===== src/hdl/stwc_pkg.sv =====
// Shared types, codes and sizes for the stream time window counter.
// No dependencies; every other file of the block uses this package.
`timescale 1ns / 1ps
`default_nettype none
package stwc_pkg;

  localparam int STORE_DEPTH = 1024;
  localparam int TIME_BITS   = 47;
  localparam int ADDR_W      = $clog2(STORE_DEPTH);
  localparam int CNT_W       = $clog2(STORE_DEPTH + 1);
  localparam int CFG_W       = 40;
  localparam int WIN_W       = 48;
  // internal window bounds carry one guard bit above the output width
  localparam int CUR_W       = WIN_W + 1;
  localparam int DCNT_W      = $clog2(TIME_BITS);
  localparam int PADDR_W     = 5;
  localparam int PDATA_W     = 64;
  localparam logic [CFG_W-1:0] DEFAULT_LEN = CFG_W'(1000);

  // register indexes
  localparam logic [1:0] REG_MODE = 2'd0;
  localparam logic [1:0] REG_LEN  = 2'd1;
  localparam logic [1:0] REG_STEP = 2'd2;
  localparam logic [1:0] REG_GAP  = 2'd3;

  // window modes
  localparam logic [1:0] MODE_TUMBLE  = 2'd0;
  localparam logic [1:0] MODE_SLIDE   = 2'd1;
  localparam logic [1:0] MODE_SESSION = 2'd2;
  localparam logic [1:0] MODE_BAD     = 2'd3;

  // result status codes
  localparam logic [1:0] ST_WINDOW = 2'd0;
  localparam logic [1:0] ST_NONE   = 2'd1;
  localparam logic [1:0] ST_STORED = 2'd2;
  localparam logic [1:0] ST_FULL   = 2'd3;

  localparam logic CMD_LOAD = 1'b0;
  localparam logic CMD_NEXT = 1'b1;

  typedef struct packed {
    logic                 cmd;
    logic [TIME_BITS-1:0] timestamp;
  } in_t;

  typedef struct packed {
    logic [1:0]       status;
    logic [WIN_W-1:0] span_start;
    logic [WIN_W-1:0] span_end;
    logic [CNT_W-1:0] record_count;
  } out_t;

  // effective configuration seen by the datapath
  typedef struct packed {
    logic [1:0]       mode;
    logic [CFG_W-1:0] len;
    logic [CFG_W-1:0] step;
    logic [CFG_W-1:0] gap;
  } cfg_t;

  // datapath operations issued by the controller
  typedef enum logic [4:0] {
    OP_NOP,
    OP_LOAD,
    OP_NONE_KEEP,
    OP_NONE_FIN,
    OP_REQ,
    OP_RD_RP,
    OP_RD_IDX,
    OP_RD_LAST,
    OP_DIV_START,
    OP_DIV_STEP,
    OP_T_SET,
    OP_T_EVAL,
    OP_T_END,
    OP_S_INIT,
    OP_S_EVAL,
    OP_S_LAST,
    OP_SE_INIT,
    OP_SE_EVAL,
    OP_SE_END
  } op_t;

  // datapath status toward the controller
  typedef struct packed {
    logic finished;
    logic started;
    logic rp_lt_sc;
    logic idx_lt_sc;
    logic hit;
    logic div_last;
    logic out_busy;
  } stat_t;

endpackage
`default_nettype wire


===== src/hdl/stwc_ctrl.sv =====
// Controller: sequences loads and window requests as datapath operations.
// Depends on stwc_pkg; drives stwc_dp only through op and reads its stat.
`timescale 1ns / 1ps
`default_nettype none
module stwc_ctrl (
  input  wire logic           clk,
  input  wire logic           rst_n,
  input  wire logic           in_valid,
  input  wire logic           in_cmd,
  output logic                in_stall,
  input  wire logic [1:0]     mode,
  input  stwc_pkg::stat_t     stat,
  output stwc_pkg::op_t       op
);

  typedef enum logic [6:0] {
    S_IDLE  = 7'b0000001,
    S_INIT  = 7'b0000010,
    S_DIV   = 7'b0000100,
    S_TSET  = 7'b0001000,
    S_SCAN  = 7'b0010000,
    S_EVAL  = 7'b0100000,
    S_LAST  = 7'b1000000
  } state_t;

  state_t state_r, state_nxt;
  logic   accept;

  assign in_stall = (state_r != S_IDLE) || stat.out_busy;
  assign accept   = in_valid && !in_stall;

  always_ff @(posedge clk) begin
    if (!rst_n) state_r <= S_IDLE;
    else        state_r <= state_nxt;
  end

  // next state and operation
  always_comb begin
    state_nxt = state_r;
    op        = stwc_pkg::OP_NOP;
    case (state_r)
      S_IDLE: begin
        if (accept) begin
          if (in_cmd == stwc_pkg::CMD_LOAD) begin
            op = stwc_pkg::OP_LOAD;
          end else if (stat.finished) begin
            op = stwc_pkg::OP_NONE_KEEP;
          end else if (mode == stwc_pkg::MODE_BAD || !stat.rp_lt_sc) begin
            op = stwc_pkg::OP_NONE_FIN;
          end else begin
            op = stwc_pkg::OP_REQ;
            if (mode == stwc_pkg::MODE_SESSION || !stat.started) state_nxt = S_INIT;
            else                                                  state_nxt = S_SCAN;
          end
        end
      end
      S_INIT: begin
        case (mode)
          stwc_pkg::MODE_TUMBLE: begin
            op = stwc_pkg::OP_DIV_START;
            state_nxt = S_DIV;
          end
          stwc_pkg::MODE_SLIDE: begin
            op = stwc_pkg::OP_S_INIT;
            state_nxt = S_SCAN;
          end
          default: begin
            op = stwc_pkg::OP_SE_INIT;
            state_nxt = S_SCAN;
          end
        endcase
      end
      S_DIV: begin
        op = stwc_pkg::OP_DIV_STEP;
        if (stat.div_last) state_nxt = S_TSET;
      end
      S_TSET: begin
        op = stwc_pkg::OP_T_SET;
        state_nxt = S_SCAN;
      end
      S_SCAN: begin
        case (mode)
          stwc_pkg::MODE_TUMBLE: begin
            if (stat.rp_lt_sc) begin
              op = stwc_pkg::OP_RD_RP;
              state_nxt = S_EVAL;
            end else begin
              op = stwc_pkg::OP_T_END;
              state_nxt = S_IDLE;
            end
          end
          stwc_pkg::MODE_SLIDE: begin
            if (stat.idx_lt_sc) begin
              op = stwc_pkg::OP_RD_IDX;
              state_nxt = S_EVAL;
            end else begin
              op = stwc_pkg::OP_RD_LAST;
              state_nxt = S_LAST;
            end
          end
          default: begin
            if (stat.rp_lt_sc) begin
              op = stwc_pkg::OP_RD_RP;
              state_nxt = S_EVAL;
            end else begin
              op = stwc_pkg::OP_SE_END;
              state_nxt = S_IDLE;
            end
          end
        endcase
      end
      S_EVAL: begin
        case (mode)
          stwc_pkg::MODE_TUMBLE: begin
            op = stwc_pkg::OP_T_EVAL;
            state_nxt = stat.hit ? S_SCAN : S_IDLE;
          end
          stwc_pkg::MODE_SLIDE: begin
            op = stwc_pkg::OP_S_EVAL;
            state_nxt = S_SCAN;
          end
          default: begin
            op = stwc_pkg::OP_SE_EVAL;
            state_nxt = stat.hit ? S_SCAN : S_IDLE;
          end
        endcase
      end
      S_LAST: begin
        op = stwc_pkg::OP_S_LAST;
        state_nxt = S_IDLE;
      end
      default: state_nxt = S_IDLE;
    endcase
  end

endmodule
`default_nettype wire


===== config.mk =====
export PLATFORM = sky130hd
export DESIGN_NAME = stwc_ctrl
export DESIGN_NICKNAME = d
export VERILOG_FILES = /design/src/hdl/stwc_pkg.sv /design/src/hdl/stwc_ctrl.sv
export SDC_FILE = /design/constraint.sdc
export NUM_CORES = 1
export LEC_CHECK = 0
export BUFFER_PORTS_ARGS = -buffer_cell sky130_fd_sc_hd__buf_2
export CELL_PAD_IN_SITES_DETAIL_PLACEMENT = 0
export CELL_PAD_IN_SITES_GLOBAL_PLACEMENT = 1
export CORE_MARGIN = 5
export CORE_UTILIZATION = 37
export DETAILED_ROUTE_END_ITERATION = 8
export MAX_ROUTING_LAYER = met4
export PLACE_DENSITY = 0.75
export SYNTH_ARGS = -nofsm -noshare
export SYNTH_HDL_FRONTEND = slang
export SYNTH_SLANG_ARGS = --single-unit

===== constraint.sdc =====
create_clock -name clk -period 1.75 [get_ports clk]
set_input_delay 0.0875 -clock clk [delete_from_list [all_inputs] [get_ports clk]]
set_output_delay 0.0875 -clock clk [all_outputs]
set_load 0.02 [all_outputs]

Word-level counts from Yosys, hierarchy flattened:

Index checks and enable logic that the tools add are counted.

* multiplexer cells: 24
* reduce and logical (&&, ||, !) cells: 9
* eq/ne operators: 16

Operators with widths (count)
* 7-bit 2-to-1 mux: 7
* 7-bit one-hot mux with 6 select lines: 1
* 5-bit one-hot mux with 7 select lines: 1
* 5-bit one-hot mux with 2 select lines: 3
* 5-bit 2-to-1 mux: 5
* 3-bit 2-to-1 mux: 4
* 2-bit != test (second input constant): 5
* 7-bit by 1-bit == test with 1-bit output (second input constant): 1
* 7-bit by 2-bit == test with 1-bit output (second input constant): 1
* 7-bit by 3-bit == test with 1-bit output (second input constant): 1
* 7-bit by 4-bit == test with 1-bit output (second input constant): 1
* 7-bit by 5-bit == test with 1-bit output (second input constant): 1
* 7-bit by 6-bit == test with 1-bit output (second input constant): 1
* 7-bit == test (second input constant): 1
* 7-bit by 1-bit != test with 1-bit output (second input constant): 1
* 6-bit 2-to-1 mux: 1
* 5-bit AND reduction: 1
* 2-bit == test (second input constant): 2
* 4-bit 2-to-1 mux: 1
* 1-bit logical NOT: 3
* 1-bit logical OR: 3
* 2-bit by 1-bit == test with 1-bit output (second input constant): 1
* 2-bit logical NOT: 1
* 1-bit logical AND: 1
* 1-bit 2-to-1 mux: 1

* input port bits: 13
* logic and storage cells: 50
* register bits after elaboration: 7
* output and inout bits: 6

Longest topological paths before layout:

* depth in word-level cells: 8
* gate-level depth with buffers: 6

Worst setup path before layout:

Ideal clock, no wire load.

* path type: flip-flop to output port
* start: register state_r[1]
* end: output op[1]
* required time: 1.662 ns
* stages on the path, launching flop included: 7
* arrival: 1.637 ns
* slack: 0.026 ns
* buffers on the path: 2
* path through: dfxtp_1 buf_6 or3_1 buf_2 nor4b_2 a21oi_1 o221ai_1

* word-level cells in the longest chain between the ends: 6
* elaborated cells between the ends (all ways): 13

RTL lines
* start: declaration: line stwc_ctrl.sv:26 `state_t state_r, state_nxt;`
* start signal: assignment: line stwc_ctrl.sv:34 `else state_r <= state_nxt;`
* 7-bit by 1-bit != test with 1-bit output: line stwc_ctrl.sv:29 `assign in_stall = (state_r != S_IDLE) || stat.out_busy;`
* 1-bit logical OR: line stwc_ctrl.sv:29
* 1-bit logical NOT: line stwc_ctrl.sv:30 `assign accept = in_valid && !in_stall;`
* 1-bit logical AND: line stwc_ctrl.sv:30
* 3-bit 2-to-1 mux: line stwc_ctrl.sv:43 `if (accept) begin`
* 5-bit one-hot mux with 7 select lines (*): line stwc_ctrl.sv:41 `case (state_r)`
* end: declaration: line stwc_ctrl.sv:13 `output stwc_pkg::op_t op`

Mark *: on every way between the ends. The rest lies on a longest branch, timed or not.

Worst setup path in the final report:

Ends and elaborated chain as after synthesis.

==> reports/results.ini <==
[power]
ir_drop_v = 0.000403
p_sw_uw = 222
clkPwrFrac_pct = 22.9
p_int_uw = 403
swShare_pct = 35.6
seq_power_share_pct = 28.7
p_comb_share_pct = 48.4
power-per-cell-area_mw_per_mm2 = 490
p_leak_uw = 0.000507

[clock_network]
clkTransAtPathRegs_ns = 0.05
cts_max_level = 1
clk_latency_ns = 0.25
cts_tree = yes
cts.path.max_buffers = 2
cts-buffers-inserted = 3
root_buffer = clkbuf_4
cts.sinks = 7

[die]
core_mm2 = 0.00215
num_io_pins = 19
rows = 17
die-area_mm2 = 0.00322
start_util_pct = 37.6
die_x_um = 56.7
dieHeight_um = 56.7

[grt]
grt_max_degree = 12
grtUsageMet3_pct = 3.91
busiest_layer = met2
overflow = 0
use_met2_pct = 32.8
grt_pass1_vias = 1070
grt.total_usage_pct = 19.3
grt_pass1_wl_mm = 4.84
met1_usage_pct = 21.7
antenna_found_initial = 0

[worst_setup_path]
r2r-start = state_r[1]$_SDFFE_PN0P_
r2r_setup_slack_ns = 0.12
setup.worst_path.end_class = primary output
crit_fanout = 6
path_depth = 5
worst-setup-path-type = flip-flop to primary output
critical_path_buf_inv_count = 1
cpPeakStageDelay_ns = 0.60
ff2ff_path_depth = 5
worst_ep_required_time_ns = 1.66
critPathTopFamily = simple AND/OR/NAND/NOR gates
cp-startpoint = state_r[1]$_SDFFE_PN0P_
rr_endpoint = state_r[4]$_SDFFE_PN0P_
cp_cell_sequence = or4b_4 -> nor3_4 -> o21ai_0 -> o221ai_1 -> buf_4
crit_path_start_kind = flip-flop
crit_path_top_delay_cell = or4b_4
cp_data_arrival_time_ns = 1.78

[timing]
fmax_ghz = 0.534
maxSlewViolCount = 0
setup_slack_ns = -0.121
finClkSkew_ns = 0.00241
finalHoldViolCount = 0
relSlewSlack_pct = 64.5
worstMarginPinSlew_ns = 0.531
fin_crit_ns = 1.87
whs_ns = 0.0354
finalSetupViolCount = 5
rsz0062_at_grt = yes
post-route-period-util_pct = 107

[detailed_routing]
firstDrtPassIters = 4
drc_errors = 0
postRouteAntennaNets = 0
drt_wl_total_mm = 2.99
drtIter0Drc = 49
wl_per_cell_um = 16.9
num_vias = 1058
vias_per_cell = 5.98

[place]
pre_cts_slack_ns = 0.00965
place.gp.congestion = 0.893
io_buffers = 18
place_hpwl_mm = 2.03

[synthesis]
syn-num-nets = 124
async_flop_share_pct = 0
yosysTopAreaCell = dfxtp_1
synth_top_area_share_pct = 17.3
avgSynthCellArea_um2 = 7.28
synth_ff_type = dfxtp_1
syn_area_um2 = 808
yosysSeqAreaShare_pct = 17.3
yosys_warnings = 0
ys_types = 45
ys_ff_latch = 7
synthTopCellsByArea = dfxtp_1 (17%), nor4_1 (3.9%), nor3_1 (3.7%)
synthesis.instances = 111
synth-edff-count = 0

[layout]
largestRegisters = state_r: 7 flops
largest_reg_flops = 7
top_register = state_r
final_cell_mix = buf_4 (28), buf_2 (13), nand2_1 (7), nor2_1 (6)
diodes = 0
layout-drive-gt1-share_pct = 53.0
nets = 163
layout_commonest_cell = buf_4
syn_to_final_growth_pct = 57.9

[min_path]
hold_depth = 2
min_from = stat[3]
hold_class = primary input to flip-flop
hold-path-endpoint = state_r[6]$_SDFFE_PN0P_

[flow_run]
max_cap_viol_count = 0

[status]
violations = setup timing
status = complete, but fails checks

## worst register-to-register path, stage by stage, from the launching register on
cell,delay (ns)
dfxtp_4,0.37
or4b_4,0.60
buf_4,0.18
o21ai_1,0.12
o211ai_1,0.14
a21oi_1,0.15
## Yosys cell counts (3+ instances only)
cell type,n
inv_1,6
buf_2,3
clkbuf_1,5
xor2_1,3
or3_1,4
nand2_1,8
or4b_1,3
nor4_1,5
a21oi_1,4
nand2b_1,4
o211ai_1,4
nor2_1,7
dfxtp_1,7
nor3_1,6
o21ai_0,5
## cells by family after synthesis
family	Yosys count	share of synthesized area, %
AOI/OAI and AO/OA	31	27.4
and+or+nand+nor	53	41.0
xor gates and xnor gates	3	3.25
DFF	7	17.3
buffers and inverters	15	8.36
muxes	2	2.63
## power groups by stage
stage               Combinational (µW)  Clock, µW  Sequential (µW)
global route                       325        159              180
global placement                   224          0              182
CTS                                281        150              177
finish                             303        143              179
detailed placement                 224          0              182
floorplan                          141          0              176
## worst max-delay path by stage
stage	endpoint	slack [ns]
after floorplan	op[1]	0.03
after global placement	state_r[5]$_SDFFE_PN0P_	-0.02
after detailed placement	op[1]	0.01
after CTS	op[1]	-0.13
after global routing	op[1]	-0.21
final	op[1]	-0.12
## per-stage QoR
step / cell area, µm² / power (µW) / TNS (ns) / std cells / utilization (%)
final: 1280 / 625 / -0.339 / 177 / 59.4
after global placement: 1020 / 406 / -0.0191 / 166 / 47.6
after floorplan: 808 / 318 / 0 / 111 / -
after global routing: 1280 / 663 / -0.748 / 177 / 59.4
after detailed placement: 1020 / 406 / 0 / 166 / 47.6
after CTS: 1230 / 608 / -0.326 / 176 / 57.4
## per-layer routing
layer	share of wire (%)	wire (µm)
met5	0	0
met4	2.5	75
met3	5.9	177
met2	51	1520
met1	41	1220
## layout make-up
type                       count  area (µm²)
sequential                     7         159
multi-input combinational     89         736
inverter                       6        22.5
timing repair buffer          43         298
fill                         188         872
tap                           28        35.0
clock buffer                   4        26.3
## what timing repair did
action	4_1_cts	5_1_grt
hold buffers	0	0
gates resized for setup	38	7
pin swaps	10	3
endpoints found under the setup margin	6	10
setup buffers	6	1
Power figures use the tool's default switching activity.
