[config.mk]
export PLATFORM = sky130hd
export DESIGN_NAME = stwc_regs
export DESIGN_NICKNAME = d
export VERILOG_FILES = /design/src/hdl/stwc_pkg.sv /design/src/hdl/stwc_regs.sv
export SDC_FILE = /design/constraint.sdc
export NUM_CORES = 1
export LEC_CHECK = 0
export BUFFER_PORTS_ARGS = -buffer_cell sky130_fd_sc_hd__buf_4
export CAP_MARGIN = 20
export CORE_MARGIN = 5
export CORE_UTILIZATION = 30
export DETAILED_ROUTE_END_ITERATION = 7
export GPL_TIMING_DRIVEN = 0
export PLACE_DENSITY_LB_ADDON = 0.05
export SYNTH_ARGS = -nofsm -noshare
export SYNTH_HDL_FRONTEND = slang
export SYNTH_SLANG_ARGS = --single-unit
[constraint.sdc]
create_clock -name clk -period 2.1 [get_ports clk]
set_input_delay 0.105 -clock clk [delete_from_list [all_inputs] [get_ports clk]]
set_output_delay 0.105 -clock clk [all_outputs]
set_load 0.01 [all_outputs]
[src/hdl/stwc_pkg.sv]
// Shared types, codes and sizes for the stream time window counter.
// No dependencies; every other file of the block uses this package.
`timescale 1ns / 1ps
`default_nettype none
package stwc_pkg;

  localparam int STORE_DEPTH = 1024;
  localparam int TIME_BITS   = 47;
  localparam int ADDR_W      = $clog2(STORE_DEPTH);
  localparam int CNT_W       = $clog2(STORE_DEPTH + 1);
  localparam int CFG_W       = 40;
  localparam int WIN_W       = 48;
  // internal window bounds carry one guard bit above the output width
  localparam int CUR_W       = WIN_W + 1;
  localparam int DCNT_W      = $clog2(TIME_BITS);
  localparam int PADDR_W     = 5;
  localparam int PDATA_W     = 64;
  localparam logic [CFG_W-1:0] DEFAULT_LEN = CFG_W'(1000);

  // register indexes
  localparam logic [1:0] REG_MODE = 2'd0;
  localparam logic [1:0] REG_LEN  = 2'd1;
  localparam logic [1:0] REG_STEP = 2'd2;
  localparam logic [1:0] REG_GAP  = 2'd3;

  // window modes
  localparam logic [1:0] MODE_TUMBLE  = 2'd0;
  localparam logic [1:0] MODE_SLIDE   = 2'd1;
  localparam logic [1:0] MODE_SESSION = 2'd2;
  localparam logic [1:0] MODE_BAD     = 2'd3;

  // result status codes
  localparam logic [1:0] ST_WINDOW = 2'd0;
  localparam logic [1:0] ST_NONE   = 2'd1;
  localparam logic [1:0] ST_STORED = 2'd2;
  localparam logic [1:0] ST_FULL   = 2'd3;

  localparam logic CMD_LOAD = 1'b0;
  localparam logic CMD_NEXT = 1'b1;

  typedef struct packed {
    logic                 cmd;
    logic [TIME_BITS-1:0] timestamp;
  } in_t;

  typedef struct packed {
    logic [1:0]       status;
    logic [WIN_W-1:0] span_start;
    logic [WIN_W-1:0] span_end;
    logic [CNT_W-1:0] record_count;
  } out_t;

  // effective configuration seen by the datapath
  typedef struct packed {
    logic [1:0]       mode;
    logic [CFG_W-1:0] len;
    logic [CFG_W-1:0] step;
    logic [CFG_W-1:0] gap;
  } cfg_t;

  // datapath operations issued by the controller
  typedef enum logic [4:0] {
    OP_NOP,
    OP_LOAD,
    OP_NONE_KEEP,
    OP_NONE_FIN,
    OP_REQ,
    OP_RD_RP,
    OP_RD_IDX,
    OP_RD_LAST,
    OP_DIV_START,
    OP_DIV_STEP,
    OP_T_SET,
    OP_T_EVAL,
    OP_T_END,
    OP_S_INIT,
    OP_S_EVAL,
    OP_S_LAST,
    OP_SE_INIT,
    OP_SE_EVAL,
    OP_SE_END
  } op_t;

  // datapath status toward the controller
  typedef struct packed {
    logic finished;
    logic started;
    logic rp_lt_sc;
    logic idx_lt_sc;
    logic hit;
    logic div_last;
    logic out_busy;
  } stat_t;

endpackage
`default_nettype wire

[src/hdl/stwc_regs.sv]
// Configuration registers behind the APB-style port.
// Depends on stwc_pkg; hands effective settings to the datapath.
`timescale 1ns / 1ps
`default_nettype none
module stwc_regs (
  input  wire logic                        clk,
  input  wire logic                        rst_n,
  input  wire logic                        psel,
  input  wire logic                        penable,
  input  wire logic                        pwrite,
  input  wire logic [stwc_pkg::PADDR_W-1:0] paddr,
  input  wire logic [stwc_pkg::PDATA_W-1:0] pwdata,
  output logic      [stwc_pkg::PDATA_W-1:0] prdata,
  output logic                             pready,
  output stwc_pkg::cfg_t                   cfg
);

  logic [1:0]                 mode_r;
  logic [stwc_pkg::CFG_W-1:0] len_r, step_r, gap_r;
  logic [1:0]                 idx;
  logic                       wr;

  assign pready = 1'b1;
  assign idx    = paddr[4:3];
  assign wr     = psel && penable && pwrite;

  // register writes
  always_ff @(posedge clk) begin
    if (!rst_n) begin
      mode_r <= stwc_pkg::MODE_TUMBLE;
      len_r  <= stwc_pkg::DEFAULT_LEN;
      step_r <= stwc_pkg::DEFAULT_LEN;
      gap_r  <= stwc_pkg::DEFAULT_LEN;
    end else if (wr) begin
      case (idx)
        stwc_pkg::REG_MODE: mode_r <= pwdata[1:0];
        stwc_pkg::REG_LEN:  len_r  <= pwdata[stwc_pkg::CFG_W-1:0];
        stwc_pkg::REG_STEP: step_r <= pwdata[stwc_pkg::CFG_W-1:0];
        stwc_pkg::REG_GAP:  gap_r  <= pwdata[stwc_pkg::CFG_W-1:0];
        default: ;
      endcase
    end
  end

  // read back
  always_comb begin
    case (idx)
      stwc_pkg::REG_MODE: prdata = {{(stwc_pkg::PDATA_W-2){1'b0}}, mode_r};
      stwc_pkg::REG_LEN:  prdata = {{(stwc_pkg::PDATA_W-stwc_pkg::CFG_W){1'b0}}, len_r};
      stwc_pkg::REG_STEP: prdata = {{(stwc_pkg::PDATA_W-stwc_pkg::CFG_W){1'b0}}, step_r};
      stwc_pkg::REG_GAP:  prdata = {{(stwc_pkg::PDATA_W-stwc_pkg::CFG_W){1'b0}}, gap_r};
      default:            prdata = '0;
    endcase
  end

  // zero length means the default; zero step means the length
  always_comb begin
    cfg.mode = mode_r;
    cfg.len  = (len_r == '0) ? stwc_pkg::DEFAULT_LEN : len_r;
    cfg.step = (step_r == '0) ? cfg.len : step_r;
    cfg.gap  = gap_r;
  end

endmodule
`default_nettype wire

Yosys cells after proc, flatten, opt, wreduce, memory -nomap -nowiden
Index checks and enable logic that the tools add are counted.
Storage, ports and cells
  logic and storage cells: 19
  bits in registers: 122
  input bits: 74
  output and inout bits: 187
Operators by class
  eq/ne operators: 3
  mux-type cells: 3
  reduce and logical (&&, ||, !) cells: 9
Operators by type and width (number)
  $pmux 64 s4: 1
  $logic_not 40->1: 2
  $mux 40: 2
  $reduce_and 2->1: 4
  $eq 2x2->1 const B: 2
  $eq 2x1->1 const B: 1
  $logic_and 1x1->1: 2
  $logic_not 2->1: 1

Longest topological paths before layout
Gate-level depths: netlist of the first run.
  word-level depth: 3
  mapped depth: 7
  mapped depth without buffers: 4

Worst setup path before layout of the first run
OpenSTA, ideal clock, no wires.
  kind: register -> output
  start: reg step_r[31] (netlist bit)
  end: out cfg[43] (netlist bit)
  cell stages (with the launch flop): 5
  buffers on the path: 0
  path slack: 542 ps
  arrival time: 1453 ps
  required time: 1995 ps
  path through: dfxtp_1 > nor4_1 > nand4_1 > or3_1 > o21ai_1
RTL lines
  from (decl): line stwc_regs.sv:19  | logic [stwc_pkg::CFG_W-1:0] len_r, step_r, gap_r;
  from (signal assigned): line stwc_regs.sv:32  | step_r <= stwc_pkg::DEFAULT_LEN;
  from (signal assigned): line stwc_regs.sv:38  | stwc_pkg::REG_STEP: step_r <= pwdata[stwc_pkg::CFG_W-1:0];
  to (decl): line stwc_regs.sv:15  | output stwc_pkg::cfg_t cfg

==> results of run 1 <==
## state kept, by name, indices dropped and copies added, names as in the netlist
| name | count |
|---|---|
| gap_r | 40 |
| len_r | 40 |
| mode_r | 2 |
| step_r | 40 |
## through the flow
stage | std cells | TNS [ns] | hold slack (ns) | area, um^2
4_1_cts | 1355 | -3.674 | 0.1132 | 9454
6_report | 1356 | -3.801 | 0.1173 | 9518
2_1_floorplan | 803 | 0 | 0.2290 | 6320
3_3_place_gp | 1278 | -7.732 | 0.3614 | 8197
3_5_place_dp | 1278 | -7.228 | 0.3635 | 8197
5_1_grt | 1356 | -7.704 | 0.1611 | 9518
## area by class of cell
| cell class | count | area [um^2] | area share [%] |
|---|---|---|---|
| repair buffers | 254 | 2044 | 21.48 |
| well taps | 270 | 337.8 | 3.549 |
| flip-flops and latches | 122 | 2470 | 25.95 |
| inverters | 12 | 45.04 | 0.4732 |
| clock buffers | 23 | 488.0 | 5.127 |
| multi-input cells | 550 | 3435 | 36.09 |
| clock inverters | 8 | 92.59 | 0.9728 |
| plain buffers | 117 | 605.6 | 6.363 |
## where the power goes
group | internal (uW) | switching (uW) | total (uW)
clock network | 1850 | 1050 | 2900
registers | 2340 | 41.6 | 2390
logic | 324 | 334 | 658
## worst max path at each step
stage,from,end,slack (ns),cells past startpoint
4_1_cts,step_r[34],cfg[70],-0.12,8
3_3_place_gp,step_r[32],cfg[70],-0.25,6
2_1_floorplan,step_r[31],cfg[43],0.54,4
5_1_grt,step_r[26],cfg[59],-0.22,8
6_report,step_r[31],cfg[42],-0.13,8
3_5_place_dp,step_r[31],cfg[70],-0.24,6
## routing by layer
| metal | part of all wire (%) | GRT usage [%] | up-vias | wire length (um) |
|---|---|---|---|---|
| met2 | 46 | 33.38 | 222 | 11480 |
| met3 | 6.2 | 4.160 | 25 | 1542 |
| met4 | 1.3 | 5.257 | 0 | 314 |
| met5 | 0 | 0 | - | 0 |
| li1 | - | - | 3168 | - |
| met1 | 47 | 28.63 | 3035 | 11670 |
## cells in the final DEF, fill, tap and decap left out, types with 7 or more instances in the layout
cell type and n:
nand2_1 242, buf_4 232, dfxtp_1 110, a21boi_0 91, clkbuf_1 67, dlygate4sd3_1 40, a22o_1 38, a21o_1 33
mux2_2 32, conb_1 25, buf_2 18, clkbuf_16 17, nand3_1 13, inv_1 12, a21boi_1 11, buf_6 10
dfxtp_2 7
## kinds of logic (layout without fill, tap and decap cells)
| family | after synthesis | count (layout) |
|---|---|---|
| compound gates | 198 | 198 |
| buf+inv | 131 | 414 |
| flops | 122 | 122 |
| mux | 36 | 36 |
| other cells | 2 | 25 |
| simple gates | 291 | 291 |
## critical path, stage by stage, from the launching register on
cell and delay, ns:
dfxtp_2 0.34, nor4_4 0.32, nand4_1 0.14, buf_6 0.16, nor3_4 0.19, buf_6 0.15, buf_4 0.11, a21o_1 0.17
buf_6 0.12
## what timing repair did
item | 4_1_cts | 5_1_grt
cloned | 0 | 0
endpoints found under the setup margin | 46 | 46
hold endpoints to repair | 122 | 0
hold buffers | 40 | 0
resized for setup | 49 | 18
buffers inserted | 8 | 1
pin swaps | 15 | 11
==> impl_metrics.toml, run 1 <==
[setup_path]
arrival_ns = 2.13
r2r_start = "len_r[4]"
end_kind = "primary output"
r2r-end = "len_r[4]"
path_class = "register to primary output"
rr_worst_depth = 2
regToRegSetupSlack_ns = 1.22
crit_path_start_kind = "register"
worstPathRequired_ns = 2.00
critPathMaxFanout = 4

[logic_synthesis]
syn_avg_cell_area_um2 = 7.992
synth_top_area_cell = "dfxtp_1"
synth.distinct_cells = 35
synth_edf_count = 0
yosysWarnings = 0
synthArstFlopShare_pct = 0
netlist_top_cells_area = "dfxtp_1 39%, nand2_1 15%, a21boi_0 11%, mux2_2 5.8%, a22o_1 5.3%"
synth_top_family_by_area = "compound AO/OA/AOI/OAI gates"
yosys.area_share.simple_pct = 19.55
syn_inst = 780
yosys.area_share.adder_pct = 0
synth.top_cells.by_count = "242 x nand2_1, 122 x dfxtp_1, 91 x a21boi_0"
synth_flop_cell = "dfxtp_1"
yosysTopAreaCellShare_pct = 39.18
synth-seq-area-share_pct = 39.18
synth_compound_area_share_pct = 24.03
synth-seq-cells = 122
yosysMostFrequentCell = "nand2_1"
syn_area_um2 = 6233
synthMuxAreaShare_pct = 6.825
synth-xor-area-share_pct = 0

[grt]
grt_pass1_vias = 6577
grt_util_all_layers_pct = 20.78
grt_pass1_wl_um = 38700
overflow = 0
grt_max_degree = 17
antenna_found_initial = 0

[floorplan]
coreArea_um2 = 20360
rows = 52
die_height_um = 154.1
die-width_um = 154.1
io_pins = 261
die-area_um2 = 23760
initial_core_util_pct = 30.61

[finish]
syn2layout_area_growth_pct = 52.69
drive_gt1_share_pct = 33.89
insertedDiodeCount = 0
fillers = 2045
nNetsFinal = 1148
fin_util_pct = 46.74

[detailed_routing]
vias_per_cell = 4.757
drc = 0
ant_nets = 0
drtIter0Drc = 264
wire_per_inst_um = 18.44
dr_total_vias = 6450
drt_wl_total_um = 25000
drt_pass1_iterations = 5

[worst_hold_path]
worstHoldStart = "rst_n"
hold_path_end = "len_r[30]"
hold_depth = 2
hp-class = "input port to register"

[sta]
slew-limit-headroom_pct = 48.65
rsz0062_at_grt = "yes"
fmax_mhz = 447.9
fin_crit_ns = 2.233
fin_worst_skew_ns = 0
finalHoldViolCount = 0
min_period_over_period_pct = 106.3
tightest_slew_ns = 0.7703
setup_slack_ns = -0.1327
slew_violations = 0
setup_viol_count_final = 40

[power]
max-vdd-ir-drop_v = 0.0005014
power_uw = 5944
p_leak_uw = 0.004332
p_per_area_nw_per_um2 = 624.5

[clock_tree]
cts-root-buf = "clkbuf_16"
htree_levels = 4
insertion_delay_ns = 0.41
cts_sinks = 122
clkTransAtPathRegs_ns = 0.06
cts_tree = "yes"
clockBufferDepth = 2
cts_buffers = 17

[placed_design]
dp_slack_ns = -0.2372
place.gp.congestion = 0.8452
port_buffers = 205
dp_hpwl_um = 18740

[outcome]
outcome = "finished with violations"
violations = "negative setup slack"

[flow_run]
cap_violations = 0
(Power assumes the default switching activity.)
==> run 2: changes to the inputs <==
==> constraint.sdc (replaced) <==
create_clock -name clk -period 1.9 [get_ports clk]
set_input_delay 0.095 -clock clk [delete_from_list [all_inputs] [get_ports clk]]
set_output_delay 0.095 -clock clk [all_outputs]
set_load 0.01 [all_outputs]
==> run 2 against run 1 <==
The run still ends with negative setup slack left. Hold slack lost 0.011 ns. Clock skew is the same. First-iteration DRC count shrank 0.76%. Utilization grew 1.0 points. Non-clock buffer count grew 6. Sequential cell count is the same. Clock power grew 10%. Critical endpoint unchanged. Largest cell class unchanged. Highest routed layer unchanged.
==> impl_metrics.toml, run 2 (synthesized netlist as in run 1, its figures left out) <==
[grt]
grt_util_all_layers_pct = 21.00
met3_usage_pct = 4.216
grt_pass1_wl_um = 39090
grt_use_met2_pct = 33.76
grt_pass1_vias = 6640
top_usage_layer = "met2"
grt_max_degree = 17
use_met1_pct = 28.73
overflow = 0
antenna_found_initial = 0

[clock_tree]
htree_levels = 4
cts_sinks = 122
cts_buffers = 17
clockBufferDepth = 2
cts_tree = "yes"
clkTransAtPathRegs_ns = 0.06
insertion_delay_ns = 0.41
cts-root-buf = "clkbuf_16"

[outcome]
violations = "negative setup slack"
outcome = "finished with violations"

[sta]
slew-limit-headroom_pct = 49.51
finalHoldViolCount = 0
fin_worst_skew_ns = 0
setup_slack_ns = -0.3318
slew_violations = 0
fin_crit_ns = 2.232
tightest_slew_ns = 0.7573
rsz0062_at_grt = "yes"
fmax_mhz = 448.1
setup_viol_count_final = 46
min_period_over_period_pct = 117.5
whs_ns = 0.1062

[worst_hold_path]
hp-class = "input port to register"
hold_depth = 2

[finish]
regArea_um2 = 2496
syn2layout_area_growth_pct = 56.10
mostFrequentLayoutCells = "242 x nand2_1, 230 x buf_4, 97 x dfxtp_1, 91 x a21boi_0, 66 x clkbuf_1"
final_common_cell = "nand2_1"
fin_util_pct = 47.78
nNetsFinal = 1154
insertedDiodeCount = 0
top_regs = "gap_r (40), len_r (40), step_r (40)"
drive_gt1_share_pct = 36.54
fillers = 2033
layout.cells.non_filler = 1362
multi_input_area_um2 = 3533

[detailed_routing]
ant_nets = 0
drt_wl_total_um = 25260
dr_total_vias = 6474
drc = 0
drtIter0Drc = 262
vias_per_cell = 4.753
drt_pass1_iterations = 6
wire_per_inst_um = 18.54

[setup_path]
worstPathRequired_ns = 1.80
critPathMaxFanout = 4
end_kind = "primary output"
crit_path_start_kind = "register"
arrival_ns = 2.14
path_class = "register to primary output"
rr_worst_depth = 3

[floorplan]
die-width_um = 154.1
initial_core_util_pct = 30.61
rows = 52
io_pins = 261
die-area_um2 = 23760
die_height_um = 154.1
coreArea_um2 = 20360

[placed_design]
place.gp.congestion = 0.8452
placedCellCount = 1278
dp_slack_ns = -0.4272
dp_hpwl_um = 18740
port_buffers = 205

[power]
p_per_area_nw_per_um2 = 677.1
max-vdd-ir-drop_v = 0.0005517
p_leak_uw = 0.004411
power_uw = 6588

[flow_run]
cap_violations = 0
-- run 2: cell types whose count changed in the layout (fill, tap and decap cells not counted), moves of 3 or more --
cell	delta
dfxtp_2	+9
dfxtp_4	+4
inv_2	+6
a31oi_4	+6
dfxtp_1	-13
nor4_4	+3
inv_1	-6
buf_6	+7
a31oi_2	-4
-- run 2: worst paths after layout --
check / from / to / slack [ns]
max: step_r[31] / cfg[42] / -0.33
min: rst_n / len_r[30] / 0.11
max reg2reg: len_r[4] / len_r[4] / 1.02
min reg2reg: gap_r[18] / gap_r[18] / 0.47
-- run 2: repair_timing --
item                       4_1_cts  5_1_grt
setup endpoints to repair       66       46
hold buffers                    40        0
gates resized for setup         90       23
pin swaps                       28       19
buffers inserted                12        3
hold endpoints to repair       122        0
-- run 2: worst max-delay path, stage by stage, from the launching register on --
cell,delay (ns)
dfxtp_2,0.34
nor4_4,0.33
nand4_1,0.14
buf_6,0.16
nor3_4,0.19
buf_6,0.16
buf_6,0.10
a21o_1,0.17
buf_6,0.12
-- run 2: metal layers --
metal  share of wire, %  routed length [um]  up-vias
li1                   -                   -     3179
met1                 47               11850     3040
met2                 46               11500      220
met3                6.0                1505       35
met4                1.6                 400        0
met5                  0                   0        -
-- run 2: area by class of cell --
class,count,share of cell area (%)
multi-input cells,550,36.31
flip-flops and latches,122,25.65
repair buffers,260,21.87
plain buffers,117,6.262
clock buffers,23,5.015
well taps,270,3.472
clock inverters,8,0.9515
inverters,12,0.4629
-- run 2: per-stage QoR --
stage,cell area (um^2),TNS [ns]
6_report,9731,-12.06
5_1_grt,9731,-15.81
4_1_cts,9647,-11.68
3_5_place_dp,8197,-15.17
3_3_place_gp,8197,-15.49
2_1_floorplan,6320,0
-- run 2: power by group --
part,internal [uW],total (uW),switching [uW]
sequential,2590,2630,47.5
combinational,368,751,383
clock,2050,3200,1150
total,5000,6590,1580
